File: config.mk
export PLATFORM = sky130hd
export DESIGN_NAME = humidity_temperature_convert
export DESIGN_NICKNAME = d
export VERILOG_FILES = /design/src/htc_pkg.sv /design/src/humidity_temperature_convert.sv /design/src/htc_front.sv /design/src/htc_fifo.sv /design/src/htc_back.sv
export SDC_FILE = /design/constraint.sdc
export NUM_CORES = 2
export LEC_CHECK = 0
export ABC_CLOCK_PERIOD_IN_PS = 17120
export CORE_ASPECT_RATIO = 1.25
export CORE_MARGIN = 2
export CORE_UTILIZATION = 45
export CTS_BUF_LIST = sky130_fd_sc_hd__clkbuf_2 sky130_fd_sc_hd__clkbuf_4 sky130_fd_sc_hd__clkbuf_8
export DETAILED_ROUTE_END_ITERATION = 8
export DONT_BUFFER_PORTS = 1
export GPL_ROUTABILITY_DRIVEN = 0
export PLACE_DENSITY_LB_ADDON = 0.15
export SKIP_CTS_REPAIR_TIMING = 1
export SLEW_MARGIN = 30
export SYNTH_ARGS = -nofsm -noshare
export SYNTH_HDL_FRONTEND = slang
export SYNTH_SLANG_ARGS = --single-unit
export TNS_END_PERCENT = 100
File: constraint.sdc
create_clock -name clock -period 17.12 [get_ports clock]
set_input_delay 3.424 -clock clock [delete_from_list [all_inputs] [get_ports clock]]
set_output_delay 3.424 -clock clock [all_outputs]
set_load 0.005 [all_outputs]
File: src/htc_pkg.sv
// ----------------------------------------------------------------------------
// htc_pkg: shared definitions for the humidity and temperature converter
// Field widths, fixed-point coefficients and the item types that pass
// between the front end, the queue and the arithmetic pipeline.
// ----------------------------------------------------------------------------
package htc_pkg;

   // Field widths.
   localparam int RAW_T_W = 14;
   localparam int RH_W    = 12;
   localparam int MAG_W   = 14;
   localparam int TDIFF_W = 15;
   localparam int FIELD_W = 7;
   localparam int HUND_W  = 14;

   // Width of the humidity accumulator (value times 100, scaled by 2^24).
   localparam int H_W    = 42;
   localparam int HQ_W   = H_W - 24;
   localparam int SQ_W   = 44;
   localparam int LIN_W  = 38;
   localparam int COEF_W = 23;
   localparam int COMP_W = 38;

   // Default depth of the queue between front end and pipeline.
   localparam int FIFO_DEPTH_DEF = 4;

   // Temperature offsets: tc = raw - 4010, and tc - 2500 = raw - 6510.
   localparam logic signed [TDIFF_W-1:0] TEMP_OFFSET  = 15'sd4010;
   localparam logic signed [TDIFF_W-1:0] TDIFF_OFFSET = 15'sd6510;

   // Humidity coefficients, all multiplied by 100 and scaled by 2^24.
   localparam longint     C1_X100 = -64'sd3433960600;
   localparam logic [25:0] C2_X100 = 26'd61572400;
   // 100 * 6853 for the square term, which is scaled by 2^32.
   localparam logic [19:0] SQ_K    = 20'd685300;
   localparam logic [17:0] T1_K    = 18'd167772;
   localparam logic [10:0] T2_K    = 11'd1342;

   // Division by 100 as a multiplication by a reciprocal; exact below 2^14.
   localparam logic [12:0] DIV100_K  = 13'd5243;
   localparam int          DIV100_SH = 19;
   localparam int          DIV_P_W   = 27;
   localparam logic [6:0]  HUNDRED   = 7'd100;

   // Humidity limits in hundredths of a percent.
   localparam logic signed [HQ_W-1:0] HUM_LOW   = 18'sd10;
   localparam logic signed [HQ_W-1:0] HUM_HIGH  = 18'sd10000;
   localparam logic [HUND_W-1:0]      HUM_FLOOR = 14'd10;
   localparam logic [HUND_W-1:0]      HUM_CLAMP = 14'd9990;

   // Packed bus widths.
   localparam int REQ_DATA_W = 32;
   localparam int RSP_DATA_W = 32;

   // A classified measurement, as queued for the pipeline.
   typedef struct packed {
      logic                      neg;
      logic [MAG_W-1:0]          mag;
      logic signed [TDIFF_W-1:0] tdiff;
      logic [RH_W-1:0]           rh;
   } meas_type;

   // A finished result.
   typedef struct packed {
      logic               temp_negative;
      logic [FIELD_W-1:0] temp_whole;
      logic [FIELD_W-1:0] temp_hundredths;
      logic [FIELD_W-1:0] humidity_whole;
      logic [FIELD_W-1:0] humidity_hundredths;
   } result_type;

   // Queue status seen by its neighbors.
   typedef struct packed {
      logic full;
      logic empty;
   } fifo_stat_type;

endpackage

File: src/humidity_temperature_convert.sv
// ----------------------------------------------------------------------------
// humidity_temperature_convert: raw sensor counts to temperature and humidity
// Converts a raw temperature and humidity count pair into a signed
// temperature and a compensated, clamped relative humidity.
// ----------------------------------------------------------------------------
// The block takes one measurement transaction per clock cycle while its queue
// has room and returns one result transaction for each, in order. A result
// passes through the input stage register, a queue slot and the stages of the
// arithmetic pipeline, whose stages hold the fixed-point multiplications, the
// wide sum of the humidity terms, the clamp and the assembly of the result.
// A queue, four entries deep by default, sits between the input stage and the
// pipeline, so input keeps flowing while the output side stalls, until the
// queue and the input stage are full.
module humidity_temperature_convert #(
   parameter int FIFO_DEPTH = htc_pkg::FIFO_DEPTH_DEF
) (
   input  logic                            clock,
   input  logic                            reset,
   // req_tdata: raw_temperature [13:0], raw_humidity [25:14], zeros above
   input  logic                            req_tvalid,
   output logic                            req_tready,
   input  logic [htc_pkg::REQ_DATA_W-1:0]  req_tdata,
   // rsp_tdata: temp_negative [0], temp_whole [7:1], temp_hundredths [14:8],
   // humidity_whole [21:15], humidity_hundredths [28:22], zeros above
   output logic                            rsp_tvalid,
   input  logic                            rsp_tready,
   output logic [htc_pkg::RSP_DATA_W-1:0]  rsp_tdata
);

   htc_pkg::fifo_stat_type fifo_stat;
   htc_pkg::meas_type      front_item;
   htc_pkg::meas_type      head_item;
   htc_pkg::result_type    result;
   logic                   push;
   logic                   pop;

   // Input stage.
   htc_front u_front (
      .clock              (clock),
      .reset              (reset),
      .in_valid           (req_tvalid),
      .in_ready           (req_tready),
      .in_raw_temperature (req_tdata[13:0]),
      .in_raw_humidity    (req_tdata[25:14]),
      .fifo_stat          (fifo_stat),
      .push               (push),
      .item               (front_item)
   );

   // Queue between input stage and pipeline.
   htc_fifo #(
      .DEPTH (FIFO_DEPTH)
   ) u_fifo (
      .clock     (clock),
      .reset     (reset),
      .push      (push),
      .push_item (front_item),
      .pop       (pop),
      .head_item (head_item),
      .stat      (fifo_stat)
   );

   // Arithmetic pipeline.
   htc_back u_back (
      .clock      (clock),
      .reset      (reset),
      .head_item  (head_item),
      .fifo_empty (fifo_stat.empty),
      .pop        (pop),
      .out_valid  (rsp_tvalid),
      .out_ready  (rsp_tready),
      .out_result (result)
   );

   // Pack the result fields, lowest field first.
   assign rsp_tdata = {3'b000,
                       result.humidity_hundredths,
                       result.humidity_whole,
                       result.temp_hundredths,
                       result.temp_whole,
                       result.temp_negative};

   // The queue never reads an empty slot.
   a_no_pop_empty: assert property (@(posedge clock) disable iff (reset)
      pop |-> !fifo_stat.empty)
      else $error("pop from empty queue");

   // Full and empty are never reported together.
   a_stat_sane: assert property (@(posedge clock) disable iff (reset)
      !(fifo_stat.full && fifo_stat.empty))
      else $error("queue status inconsistent");

   // Humidity stays within the clamped range.
   a_hum_range: assert property (@(posedge clock) disable iff (reset)
      rsp_tvalid |-> (rsp_tdata[21:15] <= 7'd99) && (rsp_tdata[28:22] <= 7'd99))
      else $error("humidity out of range");

   // Hundredths of the temperature are a proper remainder, and the whole part is at most 124.
   a_temp_range: assert property (@(posedge clock) disable iff (reset)
      rsp_tvalid |-> (rsp_tdata[14:8] <= 7'd99) && (rsp_tdata[7:1] <= 7'd124))
      else $error("temperature out of range");

   // Reset leaves no result pending.
   a_reset_idle: assert property (@(posedge clock)
      reset |=> !rsp_tvalid)
      else $error("result valid after reset");

endmodule

File: src/htc_front.sv
// ----------------------------------------------------------------------------
// htc_front: input stage
// Accepts raw measurements, works out the signed temperature, its sign and
// magnitude and the offset used by the compensation, and hands the item on.
// ----------------------------------------------------------------------------
module htc_front (
   input  logic                            clock,
   input  logic                            reset,
   input  logic                            in_valid,
   output logic                            in_ready,
   input  logic [htc_pkg::RAW_T_W-1:0]     in_raw_temperature,
   input  logic [htc_pkg::RH_W-1:0]        in_raw_humidity,
   input  htc_pkg::fifo_stat_type          fifo_stat,
   output logic                            push,
   output htc_pkg::meas_type               item
);

   logic              valid_ff, valid_in;
   htc_pkg::meas_type item_ff, item_in;
   logic signed [htc_pkg::TDIFF_W-1:0] tc;
   logic signed [htc_pkg::TDIFF_W-1:0] tc_abs;

   // Hand the held item to the queue whenever it has room.
   assign push     = valid_ff && !fifo_stat.full;
   assign in_ready = !valid_ff || push;
   assign item     = item_ff;

   // Classify the temperature into sign and magnitude and form the compensation offset.
   always_comb begin
      tc            = $signed({1'b0, in_raw_temperature}) - htc_pkg::TEMP_OFFSET;
      tc_abs        = tc[htc_pkg::TDIFF_W-1] ? -tc : tc;
      item_in.neg   = tc[htc_pkg::TDIFF_W-1];
      item_in.mag   = tc_abs[htc_pkg::MAG_W-1:0];
      item_in.tdiff = $signed({1'b0, in_raw_temperature}) - htc_pkg::TDIFF_OFFSET;
      item_in.rh    = in_raw_humidity;
   end

   always_comb begin
      valid_in = valid_ff;
      if (in_valid && in_ready) begin
         valid_in = 1'b1;
      end else if (push) begin
         valid_in = 1'b0;
      end
   end

   // Control register.
   always_ff @(posedge clock) begin
      if (reset) begin
         valid_ff <= 1'b0;
      end else begin
         valid_ff <= valid_in;
      end
   end

   // Payload register.
   always_ff @(posedge clock) begin
      if (in_valid && in_ready) begin
         item_ff <= item_in;
      end
   end

endmodule

File: src/htc_fifo.sv
// ----------------------------------------------------------------------------
// htc_fifo: short queue between the front end and the pipeline
// A small circular buffer of classified items; the head is always visible.
// ----------------------------------------------------------------------------
module htc_fifo #(
   parameter int DEPTH = htc_pkg::FIFO_DEPTH_DEF
) (
   input  logic                   clock,
   input  logic                   reset,
   input  logic                   push,
   input  htc_pkg::meas_type      push_item,
   input  logic                   pop,
   output htc_pkg::meas_type      head_item,
   output htc_pkg::fifo_stat_type stat
);

   localparam int PTR_W = (DEPTH > 1) ? $clog2(DEPTH) : 1;
   localparam int CNT_W = $clog2(DEPTH + 1);

   htc_pkg::meas_type  slot_ff [DEPTH];
   logic [PTR_W-1:0]   wr_ptr_ff, wr_ptr_in;
   logic [PTR_W-1:0]   rd_ptr_ff, rd_ptr_in;
   logic [CNT_W-1:0]   count_ff, count_in;

   assign stat.full  = (count_ff == CNT_W'(DEPTH));
   assign stat.empty = (count_ff == '0);
   assign head_item  = slot_ff[rd_ptr_ff];

   // Pointer and fill count updates.
   always_comb begin
      wr_ptr_in = wr_ptr_ff;
      rd_ptr_in = rd_ptr_ff;
      count_in  = count_ff;
      if (push) begin
         wr_ptr_in = (wr_ptr_ff == PTR_W'(DEPTH - 1)) ? '0 : wr_ptr_ff + 1'b1;
      end
      if (pop) begin
         rd_ptr_in = (rd_ptr_ff == PTR_W'(DEPTH - 1)) ? '0 : rd_ptr_ff + 1'b1;
      end
      if (push && !pop) begin
         count_in = count_ff + 1'b1;
      end else if (pop && !push) begin
         count_in = count_ff - 1'b1;
      end
   end

   always_ff @(posedge clock) begin
      if (reset) begin
         wr_ptr_ff <= '0;
         rd_ptr_ff <= '0;
         count_ff  <= '0;
      end else begin
         wr_ptr_ff <= wr_ptr_in;
         rd_ptr_ff <= rd_ptr_in;
         count_ff  <= count_in;
      end
   end

   // Storage write.
   always_ff @(posedge clock) begin
      if (push) begin
         slot_ff[wr_ptr_ff] <= push_item;
      end
   end

endmodule

File: src/htc_back.sv
// ----------------------------------------------------------------------------
// htc_back: arithmetic pipeline
// Six stages that evaluate the compensated humidity polynomial, clamp it and
// split both values into whole and hundredths parts. The whole pipeline
// advances together whenever its output register is free or being taken.
// ----------------------------------------------------------------------------
module htc_back (
   input  logic                 clock,
   input  logic                 reset,
   input  htc_pkg::meas_type    head_item,
   input  logic                 fifo_empty,
   output logic                 pop,
   output logic                 out_valid,
   input  logic                 out_ready,
   output htc_pkg::result_type  out_result
);

   localparam int N_STAGE = 6;

   logic [N_STAGE-1:0] valid_ff, valid_in;
   logic               advance;

   // Stage 1: square, linear term and compensation slope.
   logic [23:0]                         s1_rhsq_ff, s1_rhsq_in;
   logic [htc_pkg::LIN_W-1:0]           s1_lin_ff, s1_lin_in;
   logic [htc_pkg::COEF_W-1:0]          s1_coef_ff, s1_coef_in;
   logic signed [htc_pkg::TDIFF_W-1:0]  s1_tdiff_ff;
   logic                                s1_neg_ff;
   logic [htc_pkg::MAG_W-1:0]           s1_mag_ff;

   // Stage 2: wide products and temperature quotient.
   logic [htc_pkg::SQ_W-9:0]            s2_sq_ff, s2_sq_in;
   logic signed [htc_pkg::COMP_W-1:0]   s2_comp_ff, s2_comp_in;
   logic signed [htc_pkg::H_W-1:0]      s2_base_ff, s2_base_in;
   logic [htc_pkg::DIV_P_W-1:0]         s2_tprod;
   logic [htc_pkg::FIELD_W-1:0]         s2_tq_ff, s2_tq_in;
   logic                                s2_neg_ff;
   logic [htc_pkg::MAG_W-1:0]           s2_mag_ff;

   // Stage 3: accumulated humidity and temperature remainder.
   logic signed [htc_pkg::H_W-1:0]      s3_h_ff, s3_h_in;
   logic [htc_pkg::MAG_W-1:0]           s3_trem;
   logic [htc_pkg::FIELD_W-1:0]         s3_tr_ff, s3_tr_in;
   logic [htc_pkg::FIELD_W-1:0]         s3_tq_ff;
   logic                                s3_neg_ff;

   // Stage 4: clamped humidity in hundredths.
   logic signed [htc_pkg::HQ_W-1:0]     s4_hq;
   logic [htc_pkg::HUND_W-1:0]          s4_hund_ff, s4_hund_in;
   logic [htc_pkg::FIELD_W-1:0]         s4_tq_ff, s4_tr_ff;
   logic                                s4_neg_ff;

   // Stage 5: humidity quotient.
   logic [htc_pkg::DIV_P_W-1:0]         s5_hprod;
   logic [htc_pkg::FIELD_W-1:0]         s5_hq_ff, s5_hq_in;
   logic [htc_pkg::HUND_W-1:0]          s5_hund_ff;
   logic [htc_pkg::FIELD_W-1:0]         s5_tq_ff, s5_tr_ff;
   logic                                s5_neg_ff;

   // Stage 6: output register.
   logic [htc_pkg::HUND_W-1:0]          s6_hrem;
   htc_pkg::result_type                 s6_res_ff, s6_res_in;

   // The pipeline moves as one; it takes a queued item on every move while the queue is not empty.
   assign advance    = !valid_ff[N_STAGE-1] || out_ready;
   assign pop        = advance && !fifo_empty;
   assign out_valid  = valid_ff[N_STAGE-1];
   assign out_result = s6_res_ff;

   always_comb begin
      valid_in = {valid_ff[N_STAGE-2:0], pop};
   end

   always_ff @(posedge clock) begin
      if (reset) begin
         valid_ff <= '0;
      end else if (advance) begin
         valid_ff <= valid_in;
      end
   end

   // Stage 1 arithmetic.
   always_comb begin
      s1_rhsq_in = 24'(head_item.rh) * 24'(head_item.rh);
      s1_lin_in  = htc_pkg::LIN_W'(htc_pkg::C2_X100) * htc_pkg::LIN_W'(head_item.rh);
      s1_coef_in = htc_pkg::COEF_W'(htc_pkg::T1_K)
                 + htc_pkg::COEF_W'(htc_pkg::T2_K) * htc_pkg::COEF_W'(head_item.rh);
   end

   // Stage 2 arithmetic.
   always_comb begin
      logic [htc_pkg::SQ_W-1:0] sq_full;
      sq_full    = htc_pkg::SQ_W'(htc_pkg::SQ_K) * htc_pkg::SQ_W'(s1_rhsq_ff);
      s2_sq_in   = sq_full[htc_pkg::SQ_W-1:8];
      s2_comp_in = htc_pkg::COMP_W'(s1_tdiff_ff)
                 * htc_pkg::COMP_W'($signed({1'b0, s1_coef_ff}));
      s2_base_in = htc_pkg::H_W'(htc_pkg::C1_X100)
                 + htc_pkg::H_W'($signed({1'b0, s1_lin_ff}));
      s2_tprod   = htc_pkg::DIV_P_W'(s1_mag_ff) * htc_pkg::DIV_P_W'(htc_pkg::DIV100_K);
      s2_tq_in   = s2_tprod[htc_pkg::DIV100_SH +: htc_pkg::FIELD_W];
   end

   // Stage 3 arithmetic.
   always_comb begin
      s3_h_in  = s2_base_ff
               - htc_pkg::H_W'($signed({1'b0, s2_sq_ff}))
               + htc_pkg::H_W'(s2_comp_ff);
      s3_trem  = s2_mag_ff
               - htc_pkg::MAG_W'(s2_tq_ff) * htc_pkg::MAG_W'(htc_pkg::HUNDRED);
      s3_tr_in = s3_trem[htc_pkg::FIELD_W-1:0];
   end

   // Stage 4: truncate to hundredths and clamp to the valid range.
   always_comb begin
      s4_hq = s3_h_ff[htc_pkg::H_W-1:24];
      if (s4_hq < htc_pkg::HUM_LOW) begin
         s4_hund_in = htc_pkg::HUM_FLOOR;
      end else if (s4_hq >= htc_pkg::HUM_HIGH) begin
         s4_hund_in = htc_pkg::HUM_CLAMP;
      end else begin
         s4_hund_in = s4_hq[htc_pkg::HUND_W-1:0];
      end
   end

   // Stage 5 arithmetic.
   always_comb begin
      s5_hprod = htc_pkg::DIV_P_W'(s4_hund_ff) * htc_pkg::DIV_P_W'(htc_pkg::DIV100_K);
      s5_hq_in = s5_hprod[htc_pkg::DIV100_SH +: htc_pkg::FIELD_W];
   end

   // Stage 6: assemble the result.
   always_comb begin
      s6_hrem = s5_hund_ff
              - htc_pkg::HUND_W'(s5_hq_ff) * htc_pkg::HUND_W'(htc_pkg::HUNDRED);
      s6_res_in.temp_negative       = s5_neg_ff;
      s6_res_in.temp_whole          = s5_tq_ff;
      s6_res_in.temp_hundredths     = s5_tr_ff;
      s6_res_in.humidity_whole      = s5_hq_ff;
      s6_res_in.humidity_hundredths = s6_hrem[htc_pkg::FIELD_W-1:0];
   end

   // Payload registers of all stages.
   always_ff @(posedge clock) begin
      if (advance) begin
         s1_rhsq_ff  <= s1_rhsq_in;
         s1_lin_ff   <= s1_lin_in;
         s1_coef_ff  <= s1_coef_in;
         s1_tdiff_ff <= head_item.tdiff;
         s1_neg_ff   <= head_item.neg;
         s1_mag_ff   <= head_item.mag;

         s2_sq_ff    <= s2_sq_in;
         s2_comp_ff  <= s2_comp_in;
         s2_base_ff  <= s2_base_in;
         s2_tq_ff    <= s2_tq_in;
         s2_neg_ff   <= s1_neg_ff;
         s2_mag_ff   <= s1_mag_ff;

         s3_h_ff     <= s3_h_in;
         s3_tr_ff    <= s3_tr_in;
         s3_tq_ff    <= s2_tq_ff;
         s3_neg_ff   <= s2_neg_ff;

         s4_hund_ff  <= s4_hund_in;
         s4_tq_ff    <= s3_tq_ff;
         s4_tr_ff    <= s3_tr_ff;
         s4_neg_ff   <= s3_neg_ff;

         s5_hq_ff    <= s5_hq_in;
         s5_hund_ff  <= s4_hund_ff;
         s5_tq_ff    <= s4_tq_ff;
         s5_tr_ff    <= s4_tr_ff;
         s5_neg_ff   <= s4_neg_ff;

         s6_res_ff   <= s6_res_in;
      end
   end

endmodule
* Yosys cells after proc, flatten, opt, wreduce, memory -nomap -nowiden *
Memory sizes are Yosys's and may differ from the RTL's. A register that Yosys moved wholly into a read port is not among the register bits.
Index checks and enable logic that the tools add are counted.

operators by class
  $add $sub $neg = 13
  multiply operators = 9
  $lt $le $gt $ge = 2
  equality and inequality tests = 3
  multiplexer cells = 12
  reduce and logical (&&, ||, !) cells = 17

operators with widths
  operator                                                                               number
  14-bit by 13-bit multiplier with 26-bit output, second input constant                  2
  42-bit by 38-bit adder with 42-bit output                                              1
  18-bit by 24-bit multiplier with 42-bit output, first input constant                   1
  42-bit by 37-bit subtractor with 42-bit output                                         1
  33-bit by 39-bit adder with 40-bit output, first input constant                        1
  15-bit by 24-bit multiplier with 38-bit output                                         1
  22-bit by 12-bit multiplier with 34-bit output, first input constant                   1
  14-bit 2-to-1 mux                                                                      2
  12-bit by 12-bit multiplier with 24-bit output                                         1
  18-bit by 23-bit adder with 23-bit output, first input constant                        1
  10-bit by 12-bit multiplier with 22-bit output, first input constant                   1
  18-bit by 15-bit greater-or-equal comparator with 1-bit output, second input constant  1
  18-bit by 5-bit less-than comparator with 1-bit output, second input constant          1
  14-bit by 12-bit subtractor with 15-bit output, second input constant                  1
  14-bit by 13-bit subtractor with 15-bit output, second input constant                  1
  7-bit by 5-bit multiplier with 5-bit output, second input constant                     2
  14-bit negator                                                                         1
  7-bit subtractor                                                                       2
  2-bit 2-to-1 mux                                                                       4
  1-bit zero test                                                                        6
  3-bit 2-to-1 mux                                                                       2
  1-bit logical AND                                                                      5
  2-bit by 1-bit adder with 2-bit output, second input constant                          2
  2-bit == test, second input constant                                                   2
  8 further kinds                                                                        13

word-level totals
  register bits = 442
  memory bits (writable) = 168
  output and inout bits = 34
  logic and storage cells = 97
  memories kept = 1

memories
  name            words  width  rd ports  clocked after Yosys merged registers in  write ports  RTL line        source
  u_fifo.slot_ff  4      42     1         1                                        1            htc_fifo.sv:20  htc_pkg::meas_type slot_ff [DEPTH];

* Depth between registers and ports, before layout *
  word-level depth = 7
  mapped depth = 25
  depth with buffers taken out = 24

* By module *
Synthesis repeated with hierarchy kept, for this count alone.

unflattened totals
  cells, all modules = 5245
  area total of the unflattened synthesis = 59170.5 µm²

by module, submodules not included
  module                        times used  cells each  area each (µm²)  seq. area each (µm²)
  htc_back                      1           4801        50400.8          10660.2
  htc_fifo                      1           264         6553.8           5225.0
  htc_front                     1           176         2189.6           1251.2
  humidity_temperature_convert  1           4           26.3             0.0

* Least setup slack after synthesis *
OpenSTA, ideal clock, no wires.

  path kind = input-to-reg
  start = input port rsp_tready
  end = register u_fifo.count_ff[2]
  library setup time = 70 ps
  data arrival time = 13060 ps
  setup slack = 3990 ps
  stages = 9
  path buffers = 0
  path through = nor2b_1 > inv_1 > o31ai_1 > ha_1 > inv_1 > fa_1 > xor2_1 > or3_1 > a21oi_1

between the ends
  longest elaborated chain between the ends = 5
  elaborated cells on any way between the ends = 7
  classes of those cells = 1 x mux; 6 x reduce/logical

ends and longest elaborated chain
  item                                                           RTL line                            source
  from (decl)                                                    humidity_temperature_convert.sv:26  input logic rsp_tready,
  1-bit logical OR *                                             htc_back.sv:65                      assign advance = !valid_ff[N_STAGE-1] || out_ready;
  net u_back.advance                                             htc_back.sv:21                      logic advance;
  1-bit logical AND *                                            htc_back.sv:66                      assign pop = advance && !fifo_empty;
  1-bit zero test                                                htc_fifo.sv:40                      if (push && !pop) begin
  1-bit logical AND                                              htc_fifo.sv:40
  3-bit 2-to-1 mux / 2-bit nonzero test (equally long branches)  --
  to (signal assigned)                                           htc_fifo.sv:55                      count_ff <= count_in;
  to (decl)                                                      htc_fifo.sv:23                      logic [CNT_W-1:0] count_ff, count_in;

Mark *: on every way through the listed nets, which the timed path passes. The rest lies on a longest branch.
A chain may end at the register's enable or synchronous reset.

==> parameters.txt <==
Parameter                              Value

Place
  Post-DP HPWL    about 100000 um
  Number of buffers inserted by port buffering    0

Route
  Count of vias placed by the detailed router    35.2k
  Post-DR wirelength/cell    18.6 um
  Vias per inst    5.02
  Count of antenna-violating nets left after detailed routing    0
  Routed wire length    130000 um
  Drt first-iter violations    about 1.5k
  DRC violation count after routing    0
  Pre-antenna DRT Iters    7

Synth
  Proportion of synthesized chip area in sequential cells    0.290
  Most frequently used cell type in the post-synthesis netlist    sky130_fd_sc_hd__inv_1
  Area fraction of the dominant cell type after synthesis    0.285
  Post-synth design cell area    roughly 0.06 mm^2
  Number of flops mapped to enable cells by yosys    555
  Prevailing post-synth register cell    sky130_fd_sc_hd__edfxtp_1
  Cell types with the highest counts after synthesis    sky130_fd_sc_hd__inv_1 (1253), sky130_fd_sc_hd__ha_1 (806), sky130_fd_sc_hd__fa_1 (791)
  Unique masters post-synth    slightly above 80
  Main combinational cell family by area after synthesis    adder cells
  Xor/xnor cell area share of the yosys netlist    0.0397
  Number of synthesized register bits    571
  Average size of a mapped cell    about 11 um^2
  Synth area leader    sky130_fd_sc_hd__edfxtp_1
  Post-synthesis instance total    5168
  Post-Synth Adder-Cell Area    0.443
  Dominant cells by area after synthesis    sky130_fd_sc_hd__edfxtp_1 (29%), sky130_fd_sc_hd__fa_1 (27%), sky130_fd_sc_hd__ha_1 (17%), sky130_fd_sc_hd__inv_1 (8.0%), sky130_fd_sc_hd__xnor2_1 (2.9%)
  Area share of and/or/nand/nor cells after synthesis    0.0684
  Mux cell area share after synthesis    0.0167
  Yosys Warn Count    0
  Post-synthesis compound-gate area fraction    0.0553
  Proportion of register bits with asynchronous set or reset after synthesis    0

Clock tree
  Number of clock buffers inserted by TritonCTS    95
  Clk root buf    sky130_fd_sc_hd__clkbuf_8
  Clock latency of the later-clocked register in the worst-skew pair    0.78 ns
  Clock edge transition at the registers on the reported setup and hold paths    0.09 ns
  Clock tree from TritonCTS    done
  CTS sink cnt    571
  Number of H-tree levels    3
  CTS Buffer Depth    3

STA
  Slew at the pin closest to its max-slew limit    0.860 ns
  Count of final max-slew check failures    0
  Final cycle utilization of the critical path    0.461
  Worst clock skew    0.0668 ns
  Fmax    approximately 130 MHz
  Setup-violating endpoint count in the final report    0
  Final Hold Viols    0
  Sum of negative setup slack    0 ns
  Unrepaired setup endpoints after global routing    false
  Rel. slew slack    0.426
  Time the final worst path needs with I/O delays and setup    about 7.9 ns

Hold path
  Worst hold path type    reg -> reg

Critical path
  Critical path class    reg -> reg
  Data arrival time of the critical path    8.39 ns
  Worst Setup Start Kind    flop
  Critical path's largest stage delay    0.76 ns
  Ordered list of cells on the worst path    buf_4 -> mux4_2 -> clkinv_1 -> fa_1 -> inv_1 -> ha_1 -> ha_1 -> fa_1 -> inv_1 -> fa_1 -> inv_1 -> ha_1 -> nand2_1 -> o2111a_1 -> o31ai_1 -> xor2_1 -> inv_1 -> o311ai_0 -> nand3_1 -> xnor2_1
  Register-to-register path setup slack    9.22 ns
  Maximum net fanout on the critical path    between 40 and 50
  Most common cell type on the critical path    sky130_fd_sc_hd__inv_1
  Worst Setup End Kind    flop
  Standard cell with the maximum stage delay on the critical path    sky130_fd_sc_hd__mux4_2
  Required @ worst endpoint    roughly 18 ns

Floorplanning
  Number of ports placed on the die boundary    70
  Width of the die    approximately 330 um
  Height of the die    ~410 um
  Row count    147
  Initial core utilization    0.454
  Die footprint    between 0.1 and 0.15 mm^2
  Area of the placeable core    0.129 mm^2

Global route
  Maximum number of pins on one net before global-route repair    161
  Congestion Overflow GR    0
  Antenna violations before repair    8
  Global-route wire length before repair    ~210000 um
  Total track usage    0.204
  Vias in the first global route    37.8k

Outcome
  Status    completed

Flow run
  Max-cap violation count    0

Finish
  Area growth from synthesis to final layout    7.00%
  Proportion of layout cells with a drive suffix above 1    0.0478
  Number of nets in the final layout    6851
==> final timing paths <==
path	cells after the start	from	to
max	20	flop	u_back.s1_coef_ff[21]$_DFFE_PP_
min	0	u_back.s5_neg_ff$_DFFE_PP_	u_back.out_result[28]$_DFFE_PP_
min reg2reg	0	u_back.s5_neg_ff$_DFFE_PP_	u_back.out_result[28]$_DFFE_PP_
max reg2reg	20	flop	u_back.s1_coef_ff[21]$_DFFE_PP_
==> final cells by class <==
| cell class | count | area [um^2] |
|---|---|---|
| clock buffer | 110 | 1420 |
| antenna | 1 | 2.50 |
| clock inverter | 60 | 546 |
| fill | 12000 | 66200 |
| tap | 1713 | 2140 |
| sequential | 571 | 17000 |
| multi-input combinational | 3261 | 36500 |
| timing repair buffer | 35 | 275 |
| inverter | 1254 | 4710 |
==> cells in the final DEF (no fill, tap or decap), types with 32 or more instances in the layout <==
cell type / netlist / final
sky130_fd_sc_hd__a21o_1: 85 / 85
sky130_fd_sc_hd__a21oi_1: 157 / 157
sky130_fd_sc_hd__and2_1: 115 / 111
sky130_fd_sc_hd__buf_4: 3 / 34
sky130_fd_sc_hd__clkbuf_8: 0 / 95
sky130_fd_sc_hd__edfxtp_1: 555 / 555
sky130_fd_sc_hd__fa_1: 791 / 791
sky130_fd_sc_hd__ha_1: 806 / 806
sky130_fd_sc_hd__inv_1: 1253 / 1252
sky130_fd_sc_hd__mux4_2: 41 / 41
sky130_fd_sc_hd__nand2_1: 339 / 339
sky130_fd_sc_hd__nand2b_1: 39 / 39
sky130_fd_sc_hd__nand3_1: 44 / 44
sky130_fd_sc_hd__nor2_1: 169 / 169
sky130_fd_sc_hd__nor2b_1: 32 / 32
sky130_fd_sc_hd__o21ai_0: 89 / 89
sky130_fd_sc_hd__xnor2_1: 196 / 196
sky130_fd_sc_hd__xor2_1: 69 / 69
==> state kept, by name (all words and copies together) (netlist names), 14 cells and up, named ones only <==
| register | count |
|---|---|
| u_front.item | 41 |
| u_back.s1_lin_ff | 33 |
| u_back.s2_comp_ff | 37 |
| u_back.s1_coef_ff | 21 |
| u_back.s2_sq_ff | 36 |
| u_back.s4_hund_ff | 14 |
| u_back.s1_rhsq_ff | 23 |
| u_back.s2_base_ff | 36 |
| u_back.out_result | 29 |
| u_back.s1_tdiff_ff | 14 |
| u_back.s1_mag_ff | 14 |
| u_back.s3_h_ff | 18 |
| u_fifo.slot_ff | 164 |
==> routing by layer <==
layer,vias to the layer above,GRT usage,routed length [um]
met5,-,0,0
met4,0,0.0507,2780
met3,166,0.0220,3870
met2,536,0.391,71000
met1,17800,0.241,52700
li1,16700,-,-
==> critical path: cells and delay by family, from the launching register on <==
family	cells	cell delay, ns
xor+xnor	2	0.56
flops	1	0.31
compound gates	3	1.26
mux	1	0.76
simple gates	2	0.29
fa+ha+maj	6	2.77
buf+inv	6	1.65
==> per-stage QoR <==
step | instance area (um^2) | std cells | hold slack, ns | worst slack (ns) | utilization
3_3_place_gp | 60600 | 6834 | 0.403 | 9.19 | 0.471
2_1_floorplan | 58500 | 5170 | 0.400 | 3.99 | -
6_report | 62600 | 7005 | 0.404 | 9.22 | 0.486
3_5_place_dp | 60600 | 6834 | 0.405 | 9.17 | 0.471
4_1_cts | 62600 | 7004 | 0.413 | 9.13 | 0.486
5_1_grt | 62600 | 7005 | 0.421 | 8.70 | 0.486
==> cell families after synthesis <==
family | after synthesis
AO/OA/AOI/OAI | 501
XOR/XNOR | 265
adder cells (fa/ha/maj) | 1597
buffers and inverters | 1338
flip-flops | 571
multiplexers | 46
other | 1
AND/OR/NAND/NOR | 849
Power is not shown: default switching activity piles up to over one toggle a cycle in this logic, so the estimate is an artifact.
